### src/rtl/core/bcd_pkg.sv
// Package: types, format codes and arithmetic helpers of the block texture decoder.
`timescale 1ns / 1ps
`default_nettype none
package bcd_pkg;

	typedef enum logic [1:0] {
		FMT_BC1 = 2'd0,
		FMT_BC3 = 2'd1,
		FMT_BC4 = 2'd2,
		FMT_BC5 = 2'd3
	} fmt_t;

	localparam int unsigned NumTexels = 16;
	localparam int unsigned NumPairs  = 8;

	typedef logic [7:0][7:0]  chan_pal_t;  // 8 entries, 8 bits each
	typedef logic [3:0][31:0] col_pal_t;   // 4 entries, packed RGBA

	typedef struct packed {
		fmt_t        fmt;
		col_pal_t    col_pal;
		chan_pal_t   a_pal;
		chan_pal_t   b_pal;
		logic [31:0] col_idx;
		logic [47:0] a_sel;
		logic [47:0] b_sel;
	} pal_t;

	function automatic logic [7:0] expand5(input logic [4:0] v);
		return {v, v[4:2]};
	endfunction

	function automatic logic [7:0] expand6(input logic [5:0] v);
		return {v, v[5:4]};
	endfunction

	// x <= 765: x * 683 >> 11 equals x / 3
	function automatic logic [7:0] div3(input logic [9:0] x);
		logic [19:0] p;
		p = 20'(x) * 20'd683;
		return p[18:11];
	endfunction

	// x <= 1275: x * 3277 >> 14 equals x / 5
	function automatic logic [7:0] div5(input logic [10:0] x);
		logic [21:0] p;
		p = 22'(x) * 22'd3277;
		return p[21:14];
	endfunction

	// x <= 1785: x * 2341 >> 14 equals x / 7
	function automatic logic [7:0] div7(input logic [10:0] x);
		logic [21:0] p;
		p = 22'(x) * 22'd2341;
		return p[21:14];
	endfunction

endpackage
`default_nettype wire

### src/rtl/core/bcd_color_pal.sv
// Colour palette builder: RGB565 endpoints to four RGBA entries.
`timescale 1ns / 1ps
`default_nettype none
module bcd_color_pal (
	input  wire logic [63:0]      half,
	output bcd_pkg::col_pal_t     pal
);

	logic [15:0]     c0, c1;
	logic [2:0][7:0] e0, e1;   // B, G, R
	logic [2:0][7:0] mix0, mix1, avg;
	logic [8:0]      avg_sum;
	logic            mode4;

	assign c0    = half[15:0];
	assign c1    = half[31:16];
	assign mode4 = c0 > c1;

	assign e0[0] = bcd_pkg::expand5(c0[4:0]);
	assign e0[1] = bcd_pkg::expand6(c0[10:5]);
	assign e0[2] = bcd_pkg::expand5(c0[15:11]);
	assign e1[0] = bcd_pkg::expand5(c1[4:0]);
	assign e1[1] = bcd_pkg::expand6(c1[10:5]);
	assign e1[2] = bcd_pkg::expand5(c1[15:11]);

	always_comb begin
		avg_sum = '0;
		for (int c = 0; c < 3; c++) begin
			mix0[c] = bcd_pkg::div3({1'b0, e0[c], 1'b0} + {2'b00, e1[c]});
			mix1[c] = bcd_pkg::div3({2'b00, e0[c]} + {1'b0, e1[c], 1'b0});
			avg_sum = {1'b0, e0[c]} + {1'b0, e1[c]};
			avg[c]  = avg_sum[8:1];
		end
	end

	always_comb begin
		pal[0] = {8'hFF, e0[0], e0[1], e0[2]};
		pal[1] = {8'hFF, e1[0], e1[1], e1[2]};
		if (mode4) begin
			pal[2] = {8'hFF, mix0[0], mix0[1], mix0[2]};
			pal[3] = {8'hFF, mix1[0], mix1[1], mix1[2]};
		end else begin
			pal[2] = {8'hFF, avg[0], avg[1], avg[2]};
			pal[3] = '0;   // transparent black
		end
	end

endmodule
`default_nettype wire

### config.mk
export PLATFORM = sky130hd
export DESIGN_NAME = bcd_color_pal
export DESIGN_NICKNAME = d
export VERILOG_FILES = /design/src/rtl/core/bcd_pkg.sv /design/src/rtl/core/bcd_color_pal.sv
export SDC_FILE = /design/constraint.sdc
export NUM_CORES = 1
export LEC_CHECK = 0
export ABC_AREA = 0
export BUFFER_PORTS_ARGS = -buffer_cell sky130_fd_sc_hd__buf_2
export CORE_ASPECT_RATIO = 0.5
export CORE_UTILIZATION = 60
export DETAILED_ROUTE_END_ITERATION = 7
export GPL_ROUTABILITY_DRIVEN = 0
export PLACE_DENSITY = 0.79
export SETUP_SLACK_MARGIN = 0.5
export SYNTH_ARGS = -nofsm -noshare
export SYNTH_HDL_FRONTEND = slang
export SYNTH_SLANG_ARGS = --single-unit
### constraint.sdc
create_clock -name vclk -period 9.1
set_input_delay 0.91 -clock vclk [all_inputs]
set_output_delay 0.91 -clock vclk [all_outputs]
set_load 0.01 [all_outputs]
==> flow_metrics.py <==
metrics = {
    "floorplanning": {
        "core_um2": 21900,
        "die_h_um": 108,
        "ios": 192,
        "initial_utilization_pct": 61.8,
        "die-area_um2": 23200,
        "die_w_um": 214,
        "rows": 38,
    },
    "finish": {
        "seq_cells": 0,
        "final_nets": 2234,
        "seq_area_um2": 0,
        "multi_input_area_um2": 11800,
        "antenna_cells": 0,
        "syn_to_final_growth_pct": 3.83,
        "fillers": 1783,
        "clock_buffers": 0,
        "drive_gt1_share_pct": 9.28,
    },
    "logic_synthesis": {
        "ys_types": 64,
        "syn_inst": 1568,
        "post-synth-top-count-cell": "ha_1",
        "synth_area_leaders": "ha_1, fa_1, inv_1, xnor2_1, buf_4",
        "seq_area_frac_synth_pct": 0,
        "synth_warnings": 0,
        "synth_top_area_cell": "ha_1",
        "synth_top_area_share_pct": 37.4,
        "synth_commonest_cells": "ha_1, inv_1, fa_1",
        "syn_area_um2": 13500,
        "syn_avg_cell_area_um2": 8.62,
    },
    "placement": {
        "io_buffers": 136,
        "dp_hpwl_mm": 27.4,
        "dp_slack_ns": 0.870,
    },
    "grt": {
        "track_usage_pct": 27.0,
        "grt_pass1_vias": 11400,
        "grt_first_pass_wirelength_mm": 51.8,
        "grt_max_degree": 51,
        "grt.overflow.total": 0,
        "antenna_found_initial": 0,
    },
    "sta": {
        "rsz0062_at_grt": "no",
        "tns_ns": 0,
        "fin_crit_sh_pct": 89.1,
        "setup_viol": 0,
        "worst_pin_slew_ns": 0.771,
        "layout_min_cycle_time_ns": 8.10,
        "slew_viol_final": 0,
        "max_freq_mhz": 123,
        "hold_viol": 0,
        "setup_ws_ns": 0.996,
        "slew-limit-headroom_pct": 48.3,
    },
    "flow_run": {
        "cap_violations": 0,
    },
    "clocking": {
        "cts_setup_buffers": 0,
    },
    "worst_hold_path": {
        "worst_hold_path.endpoint": "pal[11]",
        "worstHoldPathCells": 2,
        "hp-start": "half[6]",
        "hold_class": "in -> out",
    },
    "routing": {
        "drt-total-wl_mm": 30.5,
        "drt_iter0_drc": 515,
        "first_pass_iters": 7,
        "viasPerCell": 5.59,
        "final_antenna_net_count": 0,
        "drcViolationCount": 0,
        "drt-wirelength-per-cell_um": 15.7,
        "vias": 10800,
    },
    "worst_setup_path": {
        "crit_fanout": 9,
        "crit_path_top_delay_cell": "fa_1",
        "cp-start-kind": "input port",
        "required_ns": 8.19,
        "path_class": "in -> out",
        "slowest_delay_ns": 0.53,
        "crit_arrival_ns": 7.19,
        "startpoint": "half[9]",
        "crit_path_end_kind": "output pin",
    },
    "outcome": {
        "status": "finished, final reports clean",
    },
}
## cells in the final DEF, fill, tap and decap left out, drive strengths merged, types with 3 or more instances in the layout
master  instances
nor2b           9
o21bai         24
conb           24
a21o           35
nor3           20
a21boi          3
o21ai          61
nand4          18
buf           138
or3             3
ha            404
fa            126
a31oi          11
a221oi          3
o31a            4
o211ai          9
and2            4
mux2i          10
nor2           67
inv           299
xor2           45
o21a           13
nand3          16
nand2b          6
nand2          59
a211oi         10
a21oi          89
xnor2          94
## worst max path at each step
stage / slack [ns] / depth (start not counted) / endpoint
floorplan: 1.71 / 25 / pal[77]
global placement: 1.07 / 24 / pal[69]
detailed placement: 0.87 / 27 / pal[69]
CTS: 0.87 / 27 / pal[69]
global route: 0.55 / 28 / pal[77]
finish: 1.0 / 28 / pal[77]
## per-stage QoR
stage	area [µm²]	instances	hold WS [ns]	utilization [%]
after floorplan	13600	1591	1.91	-
after global placement	14000	1938	2.10	64.1
after detailed placement	14000	1938	2.10	64.1
after CTS	14000	1938	2.10	64.1
after global routing	14000	1938	2.11	64.2
final	14000	1938	2.10	64.2
## area by class of cell
cell class / instances / share of cell area, %
inverter: 299 / 7.99
tap: 300 / 2.67
timing repair buffer: 138 / 4.95
multi-input combinational: 1201 / 84.4
## layer usage
metal	up-vias	share of wire, %	track usage [%]
li1	5320	-	-
met1	5216	43	33.2
met2	249	51	52.5
met3	48	3.7	1.07
met4	0	1.9	6.12
met5	-	0	0
## cells by family (layout without fill, tap and decap cells)
group | Yosys count | in the layout | synth area share, %
other | 1 | 24 | 0.0277
xor gates and xnor gates | 139 | 139 | 9.06
adders and majority gates | 530 | 530 | 56.0
muxes | 10 | 10 | 0.740
buffers and inverters | 390 | 437 | 13.2
AOI/OAI and AO/OA | 282 | 282 | 13.3
and+or+nand+nor | 216 | 216 | 7.61
## critical path, delay by kind of cell
family | cells | cell delay [ns]
buffers and inverters | 7 | 0.71
xor gates and xnor gates | 2 | 0.21
and+or+nand+nor | 5 | 0.90
AOI/OAI and AO/OA | 7 | 1.57
adders and majority gates | 7 | 2.88
## repair_timing
action,CTS,global route
endpoints found under the setup margin,0,9
hold buffers,0,0
resized for setup,0,5
Power is left out: the tool's default activity adds up to more than one toggle a clock period on the data nets, which glitch-free logic cannot reach.
