**src/rtl/core/bcd_pkg.sv**
```systemverilog
// Package: types, format codes and arithmetic helpers of the block texture decoder.
`timescale 1ns / 1ps
`default_nettype none
package bcd_pkg;

	typedef enum logic [1:0] {
		FMT_BC1 = 2'd0,
		FMT_BC3 = 2'd1,
		FMT_BC4 = 2'd2,
		FMT_BC5 = 2'd3
	} fmt_t;

	localparam int unsigned NumTexels = 16;
	localparam int unsigned NumPairs  = 8;

	typedef logic [7:0][7:0]  chan_pal_t;  // 8 entries, 8 bits each
	typedef logic [3:0][31:0] col_pal_t;   // 4 entries, packed RGBA

	typedef struct packed {
		fmt_t        fmt;
		col_pal_t    col_pal;
		chan_pal_t   a_pal;
		chan_pal_t   b_pal;
		logic [31:0] col_idx;
		logic [47:0] a_sel;
		logic [47:0] b_sel;
	} pal_t;

	function automatic logic [7:0] expand5(input logic [4:0] v);
		return {v, v[4:2]};
	endfunction

	function automatic logic [7:0] expand6(input logic [5:0] v);
		return {v, v[5:4]};
	endfunction

	// x <= 765: x * 683 >> 11 equals x / 3
	function automatic logic [7:0] div3(input logic [9:0] x);
		logic [19:0] p;
		p = 20'(x) * 20'd683;
		return p[18:11];
	endfunction

	// x <= 1275: x * 3277 >> 14 equals x / 5
	function automatic logic [7:0] div5(input logic [10:0] x);
		logic [21:0] p;
		p = 22'(x) * 22'd3277;
		return p[21:14];
	endfunction

	// x <= 1785: x * 2341 >> 14 equals x / 7
	function automatic logic [7:0] div7(input logic [10:0] x);
		logic [21:0] p;
		p = 22'(x) * 22'd2341;
		return p[21:14];
	endfunction

endpackage
`default_nettype wire

```
**src/rtl/core/bcd_lane.sv**
```systemverilog
// Texel lane: picks palette entries for one texel and forms its RGBA word.
`timescale 1ns / 1ps
`default_nettype none
module bcd_lane (
	input  wire bcd_pkg::pal_t pal,
	input  wire logic [1:0]    col_idx,
	input  wire logic [2:0]    a_sel,
	input  wire logic [2:0]    b_sel,
	output logic [31:0]        texel
);

	logic [31:0] col;
	logic [7:0]  a, b;

	assign col = pal.col_pal[col_idx];
	assign a   = pal.a_pal[a_sel];
	assign b   = pal.b_pal[b_sel];

	always_comb begin
		unique case (pal.fmt)
			bcd_pkg::FMT_BC1: texel = col;
			bcd_pkg::FMT_BC3: texel = {a, col[23:0]};
			bcd_pkg::FMT_BC4: texel = {8'hFF, a, a, a};
			bcd_pkg::FMT_BC5: texel = {8'hFF, 8'h00, b, a};
		endcase
	end

endmodule
`default_nettype wire

```
**config.mk**
```make
export PLATFORM = sky130hd
export DESIGN_NAME = bcd_lane
export DESIGN_NICKNAME = d
export VERILOG_FILES = /design/src/rtl/core/bcd_pkg.sv /design/src/rtl/core/bcd_lane.sv
export SDC_FILE = /design/constraint.sdc
export NUM_CORES = 1
export LEC_CHECK = 0
export ABC_CLOCK_PERIOD_IN_PS = 2500
export BUFFER_PORTS_ARGS = -buffer_cell sky130_fd_sc_hd__buf_4
export CAP_MARGIN = 20
export CORE_AREA = 8 8 157 159
export DETAILED_ROUTE_END_ITERATION = 8
export DIE_AREA = 0 0 165 167
export MAX_ROUTING_LAYER = met4
export RECOVER_POWER = 25
export SETUP_SLACK_MARGIN = 0.1
export SLEW_MARGIN = 15
export SYNTH_ARGS = -nofsm -noshare
export SYNTH_HDL_FRONTEND = slang
export SYNTH_SLANG_ARGS = --single-unit
```
**constraint.sdc**
```tcl
create_clock -name vclk -period 2.5
set_clock_uncertainty 0.05 [all_clocks]
set_input_delay 0.375 -clock vclk [all_inputs]
set_output_delay 0.375 -clock vclk [all_outputs]
set_load 0.01 [all_outputs]
```
==> reports/metrics.cfg <==
[global_route]
wire_length_of_the_first_global_routing_pass_mm = 22.3
use_met3_pct = 2.10
groute.layer.met2.usage_pct = 20.0
grt_met1_usage_pct = 13.1
globalRoute.busiestLayer = met2
grt_total_usage_pct = 11.1
antenna_found_initial = 2
largest_net_degree_at_the_start_of_global_routing = 41
number_of_global_route_vias_before_repair = 3642
globalRouteOverflowTotal = 0

[setup_path]
critical-path-top-delay-family = multiplexers
worstPathRequired_ns = 2.08
max_stage_delay_ns = 0.57
path_common_cell = sky130_fd_sc_hd__buf_4
crit_arrival_ns = 1.90
worstSetupStartpointType = primary input
crit_path_cell_trace = buf_4 -> mux4_1 -> mux2i_1 -> clkbuf_2 -> o221ai_1 -> buf_4
critPathCaptureType = output port
path_max_fanout = 7
criticalPathCategory = primary input to output port
timing.critical_path.slowest_stage_cell = sky130_fd_sc_hd__mux4_1
cp_num_buf_inv = 3

[final_layout]
design.final.nets = 861
clkbuf_count = 0
sequential_cell_area_um2 = 0
area_delta_synth_final_pct = 123
n_sequential_cell = 0
proportion_of_layout_cells_with_a_drive_suffix_above_1_pct = 81.7

[power]
pwr_density_cell_nw_per_um2 = 199
reg_power_share_pct = 0
clockPowerShare_pct = 0
power.switching_uw = 367
peakVddDrop_mv = 0.0557
switching_share_pct = 37.8
cell_internal_pwr_uw = 604
combinationalPowerShare_pct = 100.0
static-leakage-power_uw = 0.00220

[floorplanning]
die_height_um = 167
floorplan.core_area_um2 = 22200
initial_utilization_pct = 9.83
rows = 55
die_area_um2 = 27600
ports_placed_on_the_boundary = 426
floorplan.die.width_um = 165

[yosys]
yosysWarnings = 0
post_synth_instance_area_um2 = 2180
yosys.area.top_type = sky130_fd_sc_hd__mux4_2
synth.avg_cell_area_um2 = 12.8
yosysUniqueCellTypes = 18
synth.top_cell.area_share_pct = 59.8
seq_area_frac_synth_pct = 0
netlist_top_cells_area = sky130_fd_sc_hd__mux4_2 (60%), sky130_fd_sc_hd__mux4_1 (7.2%), sky130_fd_sc_hd__nand2_1 (5.8%), sky130_fd_sc_hd__mux2i_4 (5.2%), sky130_fd_sc_hd__mux2i_1 (5.0%)
postSynthNetCount = 565
synthTopCellsByCount = sky130_fd_sc_hd__mux4_2 (58), sky130_fd_sc_hd__nand2_1 (34), sky130_fd_sc_hd__mux2i_1 (11), sky130_fd_sc_hd__o21ai_1 (10)
synth_cells = 171
yosysMostFrequentCell = sky130_fd_sc_hd__mux4_2

[sta]
slew-limit-headroom_pct = 65.6
timing_hold_violations_final = 0
layout_setup_ws_ns = 0.176
tns_ns = 0
finalWorstPathRequiredPeriod_ns = 2.32
clock.fmax_ghz = 0.430
timing.final.setup_violations = 0
worstMarginPinSlew_ns = 0.515
final_max_slew_viol_count = 0
post-route-period-util_pct = 93.0
grt_setup_unrepaired = yes

[drt]
post_drt_wl_per_cell_um = 21.5
via_per_inst = 3.98
ant_nets = 0
post_detailed_routing_wire_length_mm = 16.2
number_of_design_rule_violations_left_after_detail_routing = 0
drc_marker_count_from_the_first_detailed_route_iteration = 107
detailed_routing_iterations_pass_1 = 4
via_count = 2996

[placement]
globalplace.congestion = 0.745
buffer_ports.inserted = 298
preCtsSetupSlack_ns = 0.0795
place.detailed.hpwl_mm = 14.4

[clock_network]
holdBufCountCts = 0

[outcome]
status = finished clean

[hold_path]
worst_hold_path_type = primary input to output port

[run]
maxCapViolCount = 0

-- metal layers --
metal  vias to the layer above  wire length (um)
met5                         -                 0
met4                         0               112
met3                         4              1340
met2                       199              8110
met1                      1439              6630
li1                       1354                 -
-- per-stage QoR --
step	util [%]	std cells	instance area [um2]	hold slack (ns)	total power (uW)
floorplan	-	171	2180	0.944	396
global placement	21.8	749	4850	1.22	983
detailed placement	21.8	749	4850	1.21	995
CTS	21.9	750	4870	1.21	1010
global route	21.9	752	4870	1.25	1050
finish	21.9	752	4870	1.22	971
-- path summary, 6_finish.rpt --
| check | startpoint | to | depth (start not counted) | slack [ns] |
|---|---|---|---|---|
| worst max-delay path | a_sel[1] | texel[10] | 6 | 0.18 |
| worst min-delay path | pal[322] | texel[2] | 5 | 1.22 |
-- logic make-up after synthesis --
| family | synth area share, % |
|---|---|
| AOI/OAI and AO/OA | 10.5 |
| muxes | 77.2 |
| buffers and inverters | 6.47 |
| and+or+nand+nor | 5.84 |
-- power by group through the flow --
| stage | sequential, uW | clock, uW | combinational, uW |
|---|---|---|---|
| floorplan | 0 | 0 | 396 |
| global placement | 0 | 0 | 983 |
| finish | 0 | 0.000107 | 971 |
| CTS | 0 | 0 | 1010 |
| global route | 0 | 0.000107 | 1050 |
| detailed placement | 0 | 0 | 995 |
-- final cells by class --
cell class,instances,area (um2)
fill,2459,17400
timing repair buffer,317,2450
antenna,2,5.00
multi-input combinational,146,2040
tap,285,357
inverter,2,7.51
-- placed cells by master, fill, tap and decap left out --
cell type	synthesis	final
sky130_fd_sc_hd__buf_4	2	306
sky130_fd_sc_hd__mux4_2	58	58
sky130_fd_sc_hd__nand2_1	34	34
sky130_fd_sc_hd__mux2i_1	11	11
sky130_fd_sc_hd__o21ai_1	10	10
sky130_fd_sc_hd__o211ai_1	8	8
sky130_fd_sc_hd__buf_12	1	7
sky130_fd_sc_hd__mux4_1	6	6
sky130_fd_sc_hd__o21ai_0	6	6
sky130_fd_sc_hd__mux2i_4	5	5
sky130_fd_sc_hd__o221ai_1	5	5
sky130_fd_sc_hd__o221ai_2	3	3
sky130_fd_sc_hd__clkbuf_1	8	3
sky130_fd_sc_hd__diode_2	0	2
sky130_fd_sc_hd__clkinv_1	1	1
sky130_fd_sc_hd__inv_1	1	1
sky130_fd_sc_hd__clkbuf_2	0	1
-- tightest hold or removal path: stages --
cell and delay [ns]:
sky130_fd_sc_hd__buf_4 0.07, sky130_fd_sc_hd__mux4_2 0.21, sky130_fd_sc_hd__nand2_1 0.04, sky130_fd_sc_hd__o21ai_0 0.06
sky130_fd_sc_hd__buf_4 0.12
-- timing repair --
action,CTS,global route
buffers inserted,1,0
setup endpoints to repair,2,1
gates resized for setup,0,0
Note: power is estimated with default switching activity, not from simulation.
