**config.mk**
```make
export PLATFORM = sky130hd
export DESIGN_NAME = bcd_chan_pal
export DESIGN_NICKNAME = d
export VERILOG_FILES = /design/src/rtl/core/bcd_pkg.sv /design/src/rtl/core/bcd_chan_pal.sv
export SDC_FILE = /design/constraint.sdc
export NUM_CORES = 1
export LEC_CHECK = 0
export BUFFER_PORTS_ARGS = -buffer_cell sky130_fd_sc_hd__buf_2
export CORE_MARGIN = 2
export CORE_UTILIZATION = 40
export DETAILED_ROUTE_END_ITERATION = 16
export SLEW_MARGIN = 40
export SYNTH_ARGS = -nofsm -noshare
export SYNTH_HDL_FRONTEND = slang
export SYNTH_SLANG_ARGS = --single-unit
export TNS_END_PERCENT = 1
```
**constraint.sdc**
```tcl
create_clock -name vclk -period 12.82
set_input_delay 2.564 -clock vclk [all_inputs]
set_output_delay 2.564 -clock vclk [all_outputs]
set_load 0.05 [all_outputs]
```
**src/rtl/core/bcd_pkg.sv**
```systemverilog
// Package: types, format codes and arithmetic helpers of the block texture decoder.
`timescale 1ns / 1ps
`default_nettype none
package bcd_pkg;

	typedef enum logic [1:0] {
		FMT_BC1 = 2'd0,
		FMT_BC3 = 2'd1,
		FMT_BC4 = 2'd2,
		FMT_BC5 = 2'd3
	} fmt_t;

	localparam int unsigned NumTexels = 16;
	localparam int unsigned NumPairs  = 8;

	typedef logic [7:0][7:0]  chan_pal_t;  // 8 entries, 8 bits each
	typedef logic [3:0][31:0] col_pal_t;   // 4 entries, packed RGBA

	typedef struct packed {
		fmt_t        fmt;
		col_pal_t    col_pal;
		chan_pal_t   a_pal;
		chan_pal_t   b_pal;
		logic [31:0] col_idx;
		logic [47:0] a_sel;
		logic [47:0] b_sel;
	} pal_t;

	function automatic logic [7:0] expand5(input logic [4:0] v);
		return {v, v[4:2]};
	endfunction

	function automatic logic [7:0] expand6(input logic [5:0] v);
		return {v, v[5:4]};
	endfunction

	// x <= 765: x * 683 >> 11 equals x / 3
	function automatic logic [7:0] div3(input logic [9:0] x);
		logic [19:0] p;
		p = 20'(x) * 20'd683;
		return p[18:11];
	endfunction

	// x <= 1275: x * 3277 >> 14 equals x / 5
	function automatic logic [7:0] div5(input logic [10:0] x);
		logic [21:0] p;
		p = 22'(x) * 22'd3277;
		return p[21:14];
	endfunction

	// x <= 1785: x * 2341 >> 14 equals x / 7
	function automatic logic [7:0] div7(input logic [10:0] x);
		logic [21:0] p;
		p = 22'(x) * 22'd2341;
		return p[21:14];
	endfunction

endpackage
`default_nettype wire

```
**src/rtl/core/bcd_chan_pal.sv**
```systemverilog
// Single-channel palette builder: two 8-bit endpoints to eight entries.
`timescale 1ns / 1ps
`default_nettype none
module bcd_chan_pal (
	input  wire logic [63:0]      half,
	output bcd_pkg::chan_pal_t    pal
);

	logic [7:0]      a0, a1;
	logic [5:0][7:0] d7;
	logic [3:0][7:0] d5;
	logic [10:0]     m7, m5;
	logic            mode8;

	assign a0    = half[7:0];
	assign a1    = half[15:8];
	assign mode8 = a0 > a1;

	always_comb begin
		m7 = '0;
		m5 = '0;
		for (int k = 1; k <= 6; k++) begin
			m7 = 11'(7 - k) * {3'b000, a0} + 11'(k) * {3'b000, a1};
			d7[k-1] = bcd_pkg::div7(m7);
		end
		for (int k = 1; k <= 4; k++) begin
			m5 = 11'(5 - k) * {3'b000, a0} + 11'(k) * {3'b000, a1};
			d5[k-1] = bcd_pkg::div5(m5);
		end
	end

	always_comb begin
		pal[0] = a0;
		pal[1] = a1;
		if (mode8) begin
			for (int k = 0; k < 6; k++) begin
				pal[k+2] = d7[k];
			end
		end else begin
			for (int k = 0; k < 4; k++) begin
				pal[k+2] = d5[k];
			end
			pal[6] = 8'h00;
			pal[7] = 8'hFF;
		end
	end

endmodule
`default_nettype wire

```
==> metrics.yaml, run 1 <==
min_path:
  worstHoldPathCells: 2
  worst_hold_startpoint: "half[14]"
  worst_hold_path_type: "primary input to output port"
  min_delay_worst_endpoint: "pal[14]"
finish:
  design.seq.count: 0
  postLayoutCoreUtil_pct: 43.5
  num-fill-cells: 5155
  drive_gt1_share_pct: 7.03
  syn_to_final_growth_pct: 7.64
  clock_buffers: 0
  register_area_um2: 0
  final_net_count: 3454
  final_design_instance_area_without_fill_um2: 22800
place:
  postPlaceCellArea_um2: 22800
  routabilityCongestion: 0.871
  io_buffers: 80
  placement.setup.worst_slack_ps: 5.81
  hpwlAfterDp_mm: 44.1
yosys:
  synth_area_leader_cell: "sky130_fd_sc_hd__ha_1"
  synthesis.nets: 3341
  seq_area_frac_synth_pct: 0
  synth.area.top_cells: "sky130_fd_sc_hd__ha_1 (43%), sky130_fd_sc_hd__fa_1 (22%), sky130_fd_sc_hd__inv_1 (8.4%)"
  post-synth-top-area-fraction_pct: 43.2
  ys.warnings.count: 0
  synth_cells: 2308
  synth_cell_types: 69
  post_synth.cell_area_avg_um2: 9.20
  syn_area_um2: 21200
setup_path:
  timing.setup.critical_path_class: "primary input to output port"
  cpPeakStageDelay_ps: 550
  crit_path_end_kind: "output port"
  slowest_stage: "sky130_fd_sc_hd__fa_1"
  cp.arrival_ps: 9920
  timing.critical_path.fanout_max: 6
  cp_launch_type: "primary input"
  cp.required_ps: 10260
die:
  fp.dieArea_um2: 54900
  io-pin-count: 128
  core.rowCount: 84
  coreArea_um2: 52600
  start_util_pct: 40.4
  dieWidth_um: 234
  die_h_um: 234
drt:
  drc_errors: 0
  drt-vias-per-instance: 5.12
  drt.antenna.violating_nets: 0
  wl_per_cell_um: 15.7
  drt_pass1_iterations: 4
  vias: 15900
  routed_wl_mm: 49.0
  dr.first_iter.drc_count: 598
run_status:
  status: "completed"
timing:
  hold_ws_ps: 5550
  crit_path_setup_slack_layout_ps: 341
  finalMaxSlewViolations: 0
  rsz0062_at_grt: "true"
  finalSetupViolCount: 0
  min_period_over_period_pct: 97.3
  worst_slew_pin_slew_ps: 707
  post-route-min-period_ps: 12480
  slew_headroom_pct: 52.5
  hold_violations: 0
  fmax_mhz: 80.1
job:
  drv.max_cap_violation_count: 0
global_routing:
  antenna_found_initial: 3
  global_route.usage.total_pct: 18.6
  grt_pass1_wl_mm: 83.3
  grt_pass1_vias: 17000
  grt_max_degree: 29
  globalRoute.totalOverflow: 0
layout make-up:
class              count  area [µm²]  area share, %
multi-input cells   1809       19400           84.8
inverters            475        1780           7.80
well taps            688         861           3.77
repair buffers       135         825           3.61
diodes                 2        5.00         0.0219
per-stage QoR:
stage	setup TNS, ps	instances
2_1_floorplan	0	2308
3_3_place_gp	0	3106
3_5_place_dp	0	3106
4_1_cts	0	3106
5_1_grt	-44.5	3108
6_report	0	3109
kinds of logic after synthesis:
group	after synthesis	synth area share (%)
fa+ha+maj	969	65.5
mux	12	0.572
compound gates	346	10.4
simple gates	324	7.67
buf+inv	499	9.11
xor+xnor	158	6.75
per-layer routing:
metal / wire length (µm) / track usage (%) / vias to the layer above
met5: 13 / 0 / -
li1: - / - / 8053
met1: 23800 / 25.5 / 7669
met3: 817 / 0.401 / 40
met2: 23200 / 32.7 / 148
met4: 1110 / 3.56 / 2
critical path: cells and delay by family:
kind | cells | cell delay (ps)
compound gates | 9 | 1700
simple gates | 3 | 770
buf+inv | 6 | 890
mux | 1 | 280
fa+ha+maj | 8 | 2940
xor+xnor | 5 | 780
synth_stat cells, drive strengths merged, types with 6 or more instances:
library cell / n
ha: 733
inv: 475
fa: 236
xnor2: 110
a21oi: 109
nor2: 81
o21ai: 71
nand2: 68
xor2: 45
a21o: 42
nand3: 31
nor3: 29
nor2b: 27
o21bai: 21
buf: 19
a211oi: 18
nand4: 16
nand2b: 14
a31oi: 13
and3: 13
or3: 13
o21a: 12
mux2i: 11
o211ai: 7
a21boi: 6
or2: 6
cells in the final DEF, fill, tap and decap left out, types with 6 or more instances in the layout:
cell and instances:
sky130_fd_sc_hd__ha_1 733, sky130_fd_sc_hd__inv_1 472, sky130_fd_sc_hd__fa_1 236, sky130_fd_sc_hd__xnor2_1 106, sky130_fd_sc_hd__a21oi_1 103, sky130_fd_sc_hd__nor2_1 80
sky130_fd_sc_hd__buf_2 77, sky130_fd_sc_hd__nand2_1 68, sky130_fd_sc_hd__o21ai_0 67, sky130_fd_sc_hd__buf_4 56, sky130_fd_sc_hd__xor2_1 45, sky130_fd_sc_hd__a21o_1 42
sky130_fd_sc_hd__nand3_1 31, sky130_fd_sc_hd__nor3_1 29, sky130_fd_sc_hd__nor2b_1 26, sky130_fd_sc_hd__o21bai_1 21, sky130_fd_sc_hd__nand4_1 16, sky130_fd_sc_hd__nand2b_1 14
sky130_fd_sc_hd__and3_1 13, sky130_fd_sc_hd__or3_1 13, sky130_fd_sc_hd__a31oi_1 13, sky130_fd_sc_hd__a211oi_1 13, sky130_fd_sc_hd__o21a_1 12, sky130_fd_sc_hd__mux2i_1 11
sky130_fd_sc_hd__o211ai_1 7, sky130_fd_sc_hd__a21boi_0 6, sky130_fd_sc_hd__or2_2 6
worst max path at each step:
stage	slack [ps]	to	from	depth (start not counted)
after floorplan	120	pal[36]	half[8]	27
after CTS	40	pal[39]	half[9]	32
after global placement	150	pal[39]	half[9]	33
after detailed placement	6	pal[39]	half[9]	33
final	340	pal[38]	half[9]	32
after global routing	-40	pal[31]	half[1]	32
timing repair:
action | 4_1_cts | 5_1_grt
setup endpoints to repair | 1 | 13
pin swaps | 0 | 2
hold buffers | 0 | 0
endpoints found under the hold margin | 0 | 0
resized for setup | 2 | 21
setup buffers | 0 | 1
==> run 2: changes to the inputs <==
--- a/config.mk
+++ b/config.mk
@@ -7,8 +7,9 @@
 export LEC_CHECK = 0
 export BUFFER_PORTS_ARGS = -buffer_cell sky130_fd_sc_hd__buf_2
 export CORE_MARGIN = 2
-export CORE_UTILIZATION = 40
+export CORE_UTILIZATION = 60
 export DETAILED_ROUTE_END_ITERATION = 16
+export PLACE_DENSITY = 0.79
 export SLEW_MARGIN = 40
 export SYNTH_ARGS = -nofsm -noshare
 export SYNTH_HDL_FRONTEND = slang
==> run 2 against run 1 <==
  * Cell area shrank 1.4%
  * Critical path depth is 4 lower
  * Fmax increased by 0.25%
  * Hold slack lost 43 ps
  * Clock-buffer cell count unchanged
  * Worst setup slack better by 32 ps
  * Largest cell class unchanged
  * Sequential share of layout area stayed put
  * Highest routed layer unchanged
==> metrics.yaml, run 2 (same netlist as run 1, synthesis figures left out) <==
setup_path:
  cpPeakStageDelay_ps: 530  # was 550 ps
  path_delay_family: "adder cells"  # unchanged
  timing.setup.critical_path_class: "primary input to output port"  # unchanged
  cp-startpoint: "half[2]"  # was half[9]
  cp.arrival_ps: 9880  # was 9920 ps
  cp_launch_type: "primary input"  # unchanged
  setup.worst_path.end: "pal[23]"  # was pal[38]
  cp_common_cell: "sky130_fd_sc_hd__ha_1"
  crit_path_end_kind: "output port"  # unchanged
  slowest_stage: "sky130_fd_sc_hd__fa_1"  # unchanged
  critical_path_buf_inv_count: 5  # was 6
  timing.critical_path.fanout_max: 7  # was 6
  critical_path_cell_count: 28  # was 32
  cp.required_ps: 10260  # about the same
die:
  io-pin-count: 128  # unchanged
  dieWidth_um: 192  # was 234 µm
  coreArea_um2: 34700  # was 52600 µm²
  core.rowCount: 68  # was 84
  die_h_um: 192  # was 234 µm
  fp.dieArea_um2: 36900  # was 54900 µm²
  start_util_pct: 61.1  # was 40.4%
job:
  drv.max_cap_violation_count: 0  # unchanged
finish:
  design.seq.count: 0  # unchanged
  final_net_count: 3443  # was 3454
  layout.cells.non_filler: 2867  # was 3109
  final_common_cell: "sky130_fd_sc_hd__ha_1"  # unchanged
  clock_buffers: 0  # unchanged
  register_area_um2: 0  # unchanged
  layout.cells.most_common_list: "sky130_fd_sc_hd__ha_1 (732), sky130_fd_sc_hd__inv_1 (470), sky130_fd_sc_hd__fa_1 (236)"  # was sky130_fd_sc_hd__ha_1 (733), sky130_fd_sc_hd__inv_1 (472), sky130_fd_sc_hd__fa_1 (236)
  drive_gt1_share_pct: 6.77  # was 7.03%
  num-fill-cells: 2710  # was 5155
  postLayoutCoreUtil_pct: 64.9  # was 43.5%
  syn_to_final_growth_pct: 6.14  # was 7.64%
place:
  routabilityCongestion: 0.946  # was 0.871
  hpwlAfterDp_mm: 43.2  # was 44.1 mm
  io_buffers: 80  # unchanged
  dp.cells: 2859  # was 3106
drt:
  vias: 16300  # was 15.9k
  drt_pass1_iterations: 5  # was 4
  wl_per_cell_um: 17.0  # was 15.7 µm
  drt-vias-per-instance: 5.70  # was 5.12
  dr.first_iter.drc_count: 725  # was 598
  routed_wl_mm: 48.8  # was 49.0 mm
  drc_errors: 0  # unchanged
  drt.antenna.violating_nets: 0  # unchanged
global_routing:
  globalRoute.totalOverflow: 0  # unchanged
  antenna_found_initial: 5  # was 3
  grt_pass1_wl_mm: 82.9  # was 83.3 mm
  global_route.usage.total_pct: 27.6  # was 18.6%
  grt_max_degree: 29  # unchanged
  grt_pass1_vias: 17700  # was 17.0k
timing:
  worst_slew_pin_slew_ps: 791  # was 707 ps
  finalMaxSlewViolations: 0  # unchanged
  min_period_over_period_pct: 97.1  # was 97.3%
  finalSetupViolCount: 0  # unchanged
  hold_violations: 0  # unchanged
  slew_headroom_pct: 46.9  # was 52.5%
  post-route-min-period_ps: 12450  # was 12480 ps
  post_route_setup_tns_ps: 0  # unchanged
  fmax_mhz: 80.3  # was 80.1 MHz
  hold_ws_ps: 5510  # was 5550 ps
min_path:
  worst_hold_path_type: "primary input to output port"  # unchanged
clocking:
  cts_hold_repair.buffers: 0  # unchanged
run_status:
  status: "completed"  # unchanged
-- run 2: changes by cell type in the layout (fill, tap and decap cells not counted), sizes merged --
cell | before | now
clkbuf | 1 | 2
inv | 475 | 474
diode | 2 | 4
buf | 134 | 122
clkinvlp | 0 | 1
-- run 2: metrics by stage --
stage | setup WS, ps | instance area [µm²]
finish | 373 | 22500
global route | -30.8 | 22500
CTS | 17.9 | 22400
detailed placement | -12.3 | 22400
global placement | 232 | 22400
floorplan | 123 | 21200
-- run 2: timing repair --
action | CTS | global route
pin swaps | 0 | 2
gates cloned | 0 | 0
resized for setup | 1 | 24
buffers inserted | 0 | 3
setup endpoints to repair | 1 | 18
-- run 2: area by class of cell --
class                           instances  area, µm²  area share (%)
Tap cell                              455        569            2.53
Multi-Input combinational cell       1809      19400            86.1
Antenna cell                            4       10.0          0.0444
Inverter                              475       1790            7.93
Timing Repair Buffer                  124        764            3.39
-- run 2: worst min path at each step --
stage | startpoint | end | slack, ps | cells after the start
finish | half[9] | pal[9] | 5510 | 2
CTS | half[9] | pal[9] | 5510 | 2
global route | half[5] | pal[5] | 5520 | 2
global placement | half[9] | pal[9] | 5500 | 2
floorplan | half[0] | pal[0] | 5300 | 1
detailed placement | half[14] | pal[14] | 5510 | 2
-- run 2: metal layers --
layer,vias up,GRT usage (%),wire length [µm]
met5,-,0,8
met4,2,10.1,2130
met3,103,1.64,1940
met2,338,49.3,23400
met1,7869,35.1,21300
li1,8024,-,-
Power of run 2 is left out: the tool's default activity adds up to more than one toggle a clock period on the data nets, which glitch-free logic cannot reach.
==> run 3: changes to the inputs <==
--- a/config.mk
+++ b/config.mk
@@ -5,7 +5,7 @@
 export SDC_FILE = /design/constraint.sdc
 export NUM_CORES = 1
 export LEC_CHECK = 0
-export BUFFER_PORTS_ARGS = -buffer_cell sky130_fd_sc_hd__buf_2
+export BUFFER_PORTS_ARGS = -buffer_cell sky130_fd_sc_hd__buf_4
 export CORE_MARGIN = 2
 export CORE_UTILIZATION = 60
 export DETAILED_ROUTE_END_ITERATION = 16
==> run 3 against run 2 <==
  * Fmax about the same
  * Wire length shrank 2.4%
  * Die area unchanged
  * Critical path depth stayed put
  * Critical endpoint is now pal[31]
  * Highest routed layer is now met4
  * Global-route usage is 0.46 points lower
  * Largest cell class unchanged
==> metrics.yaml, run 3 (same netlist as run 1, synthesis figures left out) <==
drt:
  drt_pass1_iterations: 5  # unchanged
  routed_wl_mm: 47.6  # was 48.8 mm
  wl_per_cell_um: 16.7  # was 17.0 µm
  drt.antenna.violating_nets: 0  # unchanged
  drt-vias-per-instance: 5.72  # was 5.70
  drc_errors: 0  # unchanged
  vias: 16300  # about the same
  dr.first_iter.drc_count: 684  # was 725
timing:
  hold_violations: 0  # unchanged
  worst_slew_pin_slew_ps: 815  # was 791 ps
  fmax_mhz: 80.4  # was 80.3 MHz
  min_period_over_period_pct: 97.0  # was 97.1%
  finalSetupViolCount: 0  # unchanged
  rsz0062_at_grt: "true"
  post-route-min-period_ps: 12440  # was 12450 ps
  slew_headroom_pct: 45.6  # was 46.9%
  finalMaxSlewViolations: 0  # unchanged
job:
  drv.max_cap_violation_count: 0  # unchanged
min_path:
  worst_hold_startpoint: "half[14]"  # was half[9]
  worst_hold_path_type: "primary input to output port"  # unchanged
  min_delay_worst_endpoint: "pal[14]"  # was pal[9]
  worstHoldPathCells: 2  # unchanged
setup_path:
  crit_path_end_kind: "output port"  # unchanged
  cp_launch_type: "primary input"  # unchanged
  path_delay_family: "adder cells"  # unchanged
  cp.required_ps: 10260  # about the same
  timing.setup.critical_path_class: "primary input to output port"  # unchanged
  slowest_stage: "sky130_fd_sc_hd__fa_1"  # unchanged
  timing.critical_path.fanout_max: 12  # was 7
  critical_path_buf_inv_count: 5  # unchanged
  cpPeakStageDelay_ps: 520  # was 530 ps
  cp.arrival_ps: 9870  # was 9880 ps
  cp_common_cell: "sky130_fd_sc_hd__fa_1"  # was sky130_fd_sc_hd__ha_1
place:
  hpwlAfterDp_mm: 42.5  # was 43.2 mm
  postPlaceCellArea_um2: 22500  # was 22400 µm²
  routabilityCongestion: 0.943  # was 0.946
  io_buffers: 80  # unchanged
finish:
  register_area_um2: 0  # unchanged
  clock_buffers: 0  # unchanged
  final_common_cell: "sky130_fd_sc_hd__ha_1"  # unchanged
  final_net_count: 3432  # was 3443
  antenna_cells_inserted: 0  # was 4
  layout.cells.most_common_list: "sky130_fd_sc_hd__ha_1 (733), sky130_fd_sc_hd__inv_1 (471), sky130_fd_sc_hd__fa_1 (236)"  # was sky130_fd_sc_hd__ha_1 (732), sky130_fd_sc_hd__inv_1 (470), sky130_fd_sc_hd__fa_1 (236)
  design.seq.count: 0  # unchanged
  final_design_instance_area_without_fill_um2: 22600  # was 22500 µm²
  syn_to_final_growth_pct: 6.51  # was 6.14%
  num-fill-cells: 2769  # was 2710
  drive_gt1_share_pct: 6.22  # was 6.77%
die:
  core.rowCount: 68  # unchanged
  fp.dieArea_um2: 36900  # unchanged
  io-pin-count: 128  # unchanged
  dieWidth_um: 192  # unchanged
  start_util_pct: 61.1  # unchanged
  coreArea_um2: 34700  # unchanged
  die_h_um: 192  # unchanged
global_routing:
  grt_max_degree: 26  # was 29
  grt_pass1_vias: 17500  # was 17.7k
  globalRoute.totalOverflow: 0  # unchanged
  grt_pass1_wl_mm: 81.6  # was 82.9 mm
  global_route.usage.total_pct: 27.1  # was 27.6%
  antenna_found_initial: 0  # was 5
run_status:
  status: "completed"  # unchanged
clocking:
  cts_hold_repair.buffers: 0  # unchanged
-- run 3: timing repair --
item / CTS / global route
setup endpoints to repair: 0 / 10
setup buffers: 0 / 1
resized for setup: 0 / 19
-- run 3: metal layers --
layer | global-route usage [%] | routed length [µm]
met1 | 35.1 | 21100
met2 | 48.5 | 22800
met3 | 1.57 | 1920
met4 | 8.54 | 1800
met5 | 0 | 0
-- run 3: final cells by class --
type               instances  area, µm²  area share, %
well taps                455        569           2.52
multi-input cells       1809      19400           85.8
inverters                475       1780           7.89
repair buffers           113        848           3.75
-- run 3: per-stage QoR --
stage          hold WS [ps]  TNS, ps  setup slack [ps]  utilization (%)  instances
2_1_floorplan          5300        0               123                -       2308
3_3_place_gp           5500        0               235             64.8       2851
3_5_place_dp           5500        0              86.2             64.8       2851
4_1_cts                5500        0              32.0             64.8       2851
5_1_grt                5500    -80.1             -72.3             65.1       2852
6_report               5500        0               384             65.1       2852
-- run 3: worst max-delay path by stage --
stage	end	depth (start not counted)	startpoint	slack [ps]
final	pal[31]	28	half[2]	380
after global routing	pal[31]	32	half[1]	-70
after CTS	pal[31]	28	half[2]	30
after detailed placement	pal[31]	28	half[2]	90
after global placement	pal[39]	32	half[8]	240
after floorplan	pal[36]	27	half[8]	120
Power of run 3 is left out for the same reason.
